$ cat config.mk
export PLATFORM = sky130hd
export DESIGN_NAME = hme_hash
export DESIGN_NICKNAME = d
export VERILOG_FILES = /design/src/hw/rtl/hme_pkg.sv /design/src/hw/rtl/hme_hash.sv
export SDC_FILE = /design/constraint.sdc
export NUM_CORES = 2
export LEC_CHECK = 0
export BUFFER_PORTS_ARGS = -buffer_cell sky130_fd_sc_hd__clkbuf_2
export CORE_ASPECT_RATIO = 1.75
export CORE_UTILIZATION = 47
export DETAILED_ROUTE_END_ITERATION = 6
export SETUP_SLACK_MARGIN = 0.3
export SLEW_MARGIN = 20
export SYNTH_ARGS = -nofsm -noshare
export SYNTH_HDL_FRONTEND = slang
export SYNTH_SLANG_ARGS = --single-unit
$ cat constraint.sdc
create_clock -name clk -period 10.7 [get_ports clk]
set_input_delay 0 -clock clk [delete_from_list [all_inputs] [get_ports clk]]
set_output_delay 0 -clock clk [all_outputs]
set_load 0.005 [all_outputs]
$ cat src/hw/rtl/hme_pkg.sv
// Shared constants, codes, types and helpers of the hashed multimap engine.
package hme_pkg;

  localparam int NODES      = 64;
  localparam int SLOTS      = 128;
  localparam int NODE_W     = 6;
  localparam int SLOT_W     = 7;
  localparam int KEY_W      = 64;
  localparam int VAL_W      = 32;
  localparam int CNT_W      = 7;
  localparam int USED_W     = 8;
  localparam int HASH_SHIFT = 33;
  localparam int LOAD_NUM   = 7;
  localparam int LOAD_DEN   = 10;
  localparam int LIM_W      = 16;

  localparam logic [KEY_W-1:0] MIX_C1 = 64'hff51afd7ed558ccd;
  localparam logic [KEY_W-1:0] MIX_C2 = 64'hc4ceb9fe1a85ec53;

  localparam logic [NODE_W:0] NODE_END = (NODE_W+1)'(NODES);

  localparam logic [2:0] OP_ADD    = 3'd0;
  localparam logic [2:0] OP_REMOVE = 3'd1;
  localparam logic [2:0] OP_FIRST  = 3'd2;
  localparam logic [2:0] OP_NEXT   = 3'd3;
  localparam logic [2:0] OP_READ   = 3'd4;
  localparam logic [2:0] OP_COUNT  = 3'd5;
  localparam logic [2:0] OP_VISIT  = 3'd6;

  localparam logic [2:0] ST_OK        = 3'd0;
  localparam logic [2:0] ST_MISS      = 3'd1;
  localparam logic [2:0] ST_POOL_FULL = 3'd2;
  localparam logic [2:0] ST_LOAD      = 3'd3;
  localparam logic [2:0] ST_INVALID   = 3'd4;

  localparam logic [1:0] SL_EMPTY = 2'd0;
  localparam logic [1:0] SL_USED  = 2'd1;
  localparam logic [1:0] SL_TOMB  = 2'd2;

  typedef struct packed {
    logic [2:0]       status;
    logic [NODE_W-1:0] node;
    logic [KEY_W-1:0] key;
    logic [VAL_W-1:0] value;
    logic             alive;
    logic [CNT_W-1:0] count;
    logic             last;
  } res_t;

  typedef enum logic [4:0] {
    S_IDLE, S_POP_RD, S_POP, S_ADD_WR, S_HSTART, S_HASH, S_PRB_RD, S_PRB_CHK,
    S_ADD_NEW, S_AF_RD, S_AF_LINK, S_AF_LINK2, S_RM_RD, S_RM_LINK, S_RM_SLOT,
    S_RM_FREE, S_NX_RD, S_NX, S_RD_RD, S_RD, S_WALK_RD, S_WALK, S_EMIT
  } state_t;

  function automatic res_t mk_res(input logic [2:0] status, input logic [NODE_W-1:0] node,
                                  input logic [KEY_W-1:0] key, input logic [VAL_W-1:0] value,
                                  input logic alive, input logic [CNT_W-1:0] count,
                                  input logic last);
    res_t r;
    r.status = status;
    r.node   = node;
    r.key    = key;
    r.value  = value;
    r.alive  = alive;
    r.count  = count;
    r.last   = last;
    return r;
  endfunction

endpackage

$ cat src/hw/rtl/hme_hash.sv
// Slot hash: 64-bit mixer on one shared 32x32 multiplier, three steps per product.
module hme_hash (
  input  logic                       clk,
  input  logic                       rst_n,
  input  logic                       start,
  input  logic [hme_pkg::KEY_W-1:0]  key,
  output logic                       done,
  output logic [hme_pkg::SLOT_W-1:0] slot
);
  import hme_pkg::*;

  localparam logic [1:0] PH_LL = 2'd0;
  localparam logic [1:0] PH_HL = 2'd1;
  localparam logic [1:0] PH_LH = 2'd2;

  logic [KEY_W-1:0] x_r, x_nxt, acc_r, acc_nxt;
  logic [1:0]       phase_r, phase_nxt;
  logic             round_r, round_nxt, busy_r, busy_nxt, done_r, done_nxt;
  logic [31:0]      a_op, c_op;
  logic [KEY_W-1:0] c_full, prod, sum;

  always_comb begin
    c_full = round_r ? MIX_C2 : MIX_C1;
    a_op   = (phase_r == PH_HL) ? x_r[63:32] : x_r[31:0];
    c_op   = (phase_r == PH_LH) ? c_full[63:32] : c_full[31:0];
    prod   = 64'(a_op) * 64'(c_op);
    sum    = acc_r + {prod[31:0], 32'd0};

    x_nxt     = x_r;
    acc_nxt   = acc_r;
    phase_nxt = phase_r;
    round_nxt = round_r;
    busy_nxt  = busy_r;
    done_nxt  = 1'b0;
    if (start) begin
      x_nxt     = key ^ (key >> HASH_SHIFT);
      phase_nxt = PH_LL;
      round_nxt = 1'b0;
      busy_nxt  = 1'b1;
    end else if (busy_r) begin
      case (phase_r)
        PH_LL: begin
          acc_nxt   = prod;
          phase_nxt = PH_HL;
        end
        PH_HL: begin
          acc_nxt   = sum;
          phase_nxt = PH_LH;
        end
        default: begin
          // product complete: fold the high half down; start round two or finish
          x_nxt     = sum ^ (sum >> HASH_SHIFT);
          phase_nxt = PH_LL;
          round_nxt = 1'b1;
          if (round_r) begin
            busy_nxt = 1'b0;
            done_nxt = 1'b1;
          end
        end
      endcase
    end
  end

  always_ff @(posedge clk) begin
    if (!rst_n) begin
      busy_r  <= 1'b0;
      done_r  <= 1'b0;
      phase_r <= PH_LL;
      round_r <= 1'b0;
    end else begin
      busy_r  <= busy_nxt;
      done_r  <= done_nxt;
      phase_r <= phase_nxt;
      round_r <= round_nxt;
    end
  end

  always_ff @(posedge clk) begin
    x_r   <= x_nxt;
    acc_r <= acc_nxt;
  end

  assign done = done_r;
  assign slot = x_r[SLOT_W-1:0];

endmodule

Yosys cells after proc, flatten, opt, wreduce, memory -nomap -nowiden
Index checks and enable logic that the tools add are counted.

Output and inout port bits: 8. Bits in registers: 133. Word-level logic and storage cells: 39.

Bitwise gates (word level): 6. $add $sub $neg: 1. Reduce and logical (&&, ||, !) cells: 9. Muxes and demuxes: 13. $mul: 1. Eq/ne operators: 3.

Operator list (number): two-way mux 64 bit (3); case mux 64 bit (2 select lines) (1); XOR 64 x 31 -> 64 bit (2); adder 64 bit (1); multiplier 32 x 32 -> 64 bit (1); two-way mux 32 bit (2); two-way mux 62 bit (1); two-way mux 1 bit (5); OR reduction 5 bit (1); inverter 1 bit (4); case mux 2 bit (2 select lines) (1); AND reduction 2 bit (2); nonzero test 2 bit (2); OR reduction 2 bit (2); AND reduction 3 bit (1); == test 2 x 1 -> 1 bit, second input constant (1); == test 2 bit, second input constant (1); zero test 2 bit (1); inequality test 2 x 1 -> 1 bit, second input constant (1).

Longest topological paths before layout
Word-level depth: 8. Gate-level depth with buffers: 42. Mapped depth without buffers: 39.

Least setup slack after synthesis
No wires, ideal clock.

Path kind: register to register. From: register phase_r[1]. To: register x_r[29], data pin. Setup time: 0.263 ns. Buffers on the path: 3. Cell stages (with the launch flop): 39. Setup slack: 0.774 ns. Clock period less this slack: 9.926 ns. Data arrival time: 9.663 ns. Path through: dfxtp_1 -> clkbuf_1 -> nand2b_1 -> clkbuf_1 -> buf_1 -> mux2i_1 -> inv_1 -> nand2_1 -> inv_1 -> fa_1 -> inv_1 -> fa_1 -> inv_1 -> fa_1 -> inv_1 -> fa_1 -> inv_1 -> fa_1 -> [3 not listed] -> ha_1 -> nand2_1 -> o21ai_0 -> o21ai_0 -> a21oi_1 -> nor2_1 -> xnor2_1 -> ha_1 -> nand2_1 -> nor3_1 -> nand4_1 -> a2111oi_1 -> a211oi_2 -> a211oi_2 -> o21ai_0 -> xor2_1 -> xor2_1 -> o21ai_1.

Word-level cells in the longest chain between the ends: 8. Elaborated cells between the ends (all ways): 10. Classes of those cells: 1 x add/sub; 1 x mul; 2 x eq/ne; 5 x mux; 1 x bitwise.

Ends and longest elaborated chain: start, declared (RTL line hme_hash.sv:17) `logic [1:0] phase_r, phase_nxt;`; start signal, assigned (RTL line hme_hash.sv:73) `phase_r <= phase_nxt;`; == test 2 x 1 -> 1 bit / == test 2 bit (equally long branches) (RTL line hme_hash.sv:24, hme_hash.sv:25); two-way mux 32 bit (on tied branches) (RTL line hme_hash.sv:24, hme_hash.sv:25); multiplier 32 x 32 -> 64 bit * (RTL line hme_hash.sv:26) `prod = 64'(a_op) * 64'(c_op);`; adder 64 bit * (RTL line hme_hash.sv:27) `sum = acc_r + {prod[31:0], 32'd0};`; XOR 64 x 31 -> 64 bit * (RTL line hme_hash.sv:52) `x_nxt = sum ^ (sum >> HASH_SHIFT);`; two-way mux 64 bit * (RTL line hme_hash.sv:41) `case (phase_r)`; two-way mux 64 bit * (RTL line hme_hash.sv:40) `end else if (busy_r) begin`; two-way mux 64 bit * (RTL line hme_hash.sv:35) `if (start) begin`; named net x_nxt[29] (RTL line hme_hash.sv:16) `logic [KEY_W-1:0] x_r, x_nxt, acc_r, acc_nxt;`; end signal, assigned (RTL line hme_hash.sv:79) `x_r <= x_nxt;`; end, declared (RTL line hme_hash.sv:16).

The timed path passes the listed nets; every way through them passes the cells marked *. The select of a mux whose other input is x is not followed. A chain may end at the register's enable or synchronous reset.

Final worst setup path
From: register phase_r[1]. To: register x_r[30], data pin.

The elaborated chain is that of the path after synthesis.

==> out/results.tsv <==
metric	value	unit
max_stage_delay	0.72	ns
clockBufferDepth	2	
worst_path_max_delay_cell	mux2i_2	
dieArea	0.0799	mm2
routabilityCongestion	1.05	
synth-xor-area-share	0.0376	
yosys-mux-area-fraction	0.0147	
outcome	completed	
core.rowCount	135	
highest_layer	met5	
tightest_slew	0.983	ns
firstDrtPassIters	6	
wl_per_cell	29.5	um
met1_length	43800	um
clock.fmax	0.0992	GHz
syn_to_final_growth	9.24	%
synth_compound_area_frac	0.0646	
fin_crit_sh	0.942	
antenna_found_initial	5	
syn_avg_cell_area	9.97	um2
hold_path.class	input pin to flip-flop	
routed-wl-met3	7370	um
cp-start-kind	flip-flop	
core	0.0777	mm2
insertion_delay	0.44	ns
finalCoreUtilization	0.520	
synthesis.nets	4967	
initial_core_util	0.476	
cts_tree	yes	
path_clk_slew	0.06	ns
ant_nets	0	
setup_viol	0	
layout_commonest_cell	inv_1	
maxCapViolations	0	
yosysSeqAreaShare	0.107	
yosys.area_share.simple	0.0875	
async_flop_share	0	
synth_top_family_by_area	adder cells	
slew_violations	0	
hold_viol_final	0	
htree_num_levels	4	
grt.total_usage	0.375	
clkSinkCount	133	
grt_max_degree	65	
rsz0062_at_grt	yes	
io_pins	75	
vias	26900	
final_layout_size_suffix_gt1_frac	0.0857	
wl_met2	73200	um
synth_cell_types	85	
cp_max_fo	11	
synth_cells	3711	
syn_area	0.0370	mm2
overflow	0	
synth-edff-count	128	
fin_setup_tns	0	ns
synthFlopType	edfxtp_1	
post-route-min-period	10.08	ns
grt_pass1_wl	208000	um
critical_path_class	flip-flop to flip-flop	
post_drt_via_cell_ratio	5.49	
drt_iter0_drc	1904	
die_w	214	um
yosys_warnings	0	
ys_seq_elements	133	
r2r_setup_slack	0.62	ns
port_buffers	74	
root_buffer	clkbuf_16	
arrival	10.24	ns
path_common_cell	fa_1	
cts_inserted_buffers	17	
post-dp-hpwl	126000	um
max-slew-margin-rel	0.338	
die_y	373	um
layout.nets	5118	
first_global_vias	30100	
clock-skew-final	0.00992	ns
critPathRequiredTime	10.87	ns
final_cell_mix	962 x inv_1, 859 x fa_1, 322 x ha_1	
synth_fa_ha_area_frac	0.577	
end_kind	flip-flop	
drc_errors	0	
drt_wl_total	145000	um
## Yosys cell counts, types with 34 or more instances
master / instances / area share
inv_1: 967 / 0.098
xor2_1: 78 / 0.018
clkbuf_1: 70 / 0.0071
and2_1: 45 / 0.0076
nand2_1: 298 / 0.030
xnor2_1: 71 / 0.017
mux2i_1: 34 / 0.0092
edfxtp_1: 128 / 0.10
a21o_1: 43 / 0.0087
ha_1: 327 / 0.11
o21ai_0: 93 / 0.013
fa_1: 862 / 0.47
a21oi_1: 130 / 0.018
nor2_1: 250 / 0.025
## worst max-delay path: cells and delay by family, from the launching register on
family	cells	cell delay [ns]
xor gates and xnor gates	3	0.57
DFF	1	0.42
buffers and inverters	6	1.11
AOI/OAI and AO/OA	7	1.00
muxes	1	0.72
and+or+nand+nor	5	1.08
adders and majority gates	10	4.89
## kinds of logic after synthesis
group,count (synthesis)
simple gates,733
compound gates,377
other cells,1
xor+xnor,153
fa+ha+maj,1190
flops,133
buf+inv,1072
mux,52
## metrics by stage
step                cell area [um2]  hold slack, ns  instances  setup slack (ns)
global placement              39000           0.286       4815            0.0798
CTS                           40200        0.000193       4893             0.231
finish                        40400          0.0149       4904             0.622
global route                  40400          0.0442       4902             0.247
detailed placement            39000           0.296       4815            0.0517
floorplan                     37000           0.128       3711             0.774
## layer usage
metal,global-route usage,vias to the layer above
met1,0.357,13700
met3,0.0656,595
li1,-,11500
met2,0.653,1088
met5,0,-
met4,0.407,6
## path summary, 6_finish.rpt
path                                              start                 to  cells past startpoint
worst min register to register      acc_r[31]$_DFFE_PP_  x_r[31]$_DFFE_PP_                      1
worst min-delay path                             key[6]   x_r[6]$_DFFE_PP_                      4
worst max-delay path            phase_r[1]$_SDFFE_PP0P_  x_r[30]$_DFFE_PP_                     32
worst max register to register  phase_r[1]$_SDFFE_PP0P_  x_r[30]$_DFFE_PP_                     32
## registers in the layout, indices dropped and copies added (netlist names)
signal   flops
acc_r       64
x_r         64
phase_r      2
busy_r       1
done         1
round_r      1
## layout make-up
cell class,count,area [um2]
clock inverters,14,225
inverters,969,3660
fillers,7405,37300
repair buffers,234,1720
diodes,2,5.00
clock buffers,18,429
flip-flops and latches,133,3950
multi-input cells,2507,29100
well taps,1027,1280
## what timing repair did
| item | 4_1_cts | 5_1_grt |
|---|---|---|
| endpoints found under the setup margin | 22 | 35 |
| buffers inserted | 0 | 8 |
| pin swaps | 0 | 6 |
| hold buffers | 45 | 0 |
| cloned | 1 | 0 |
| endpoints found under the hold margin | 49 | 0 |
| gates resized for setup | 10 | 37 |
Power is not shown: default switching activity piles up to over one toggle a cycle in this logic, so the estimate is an artifact.
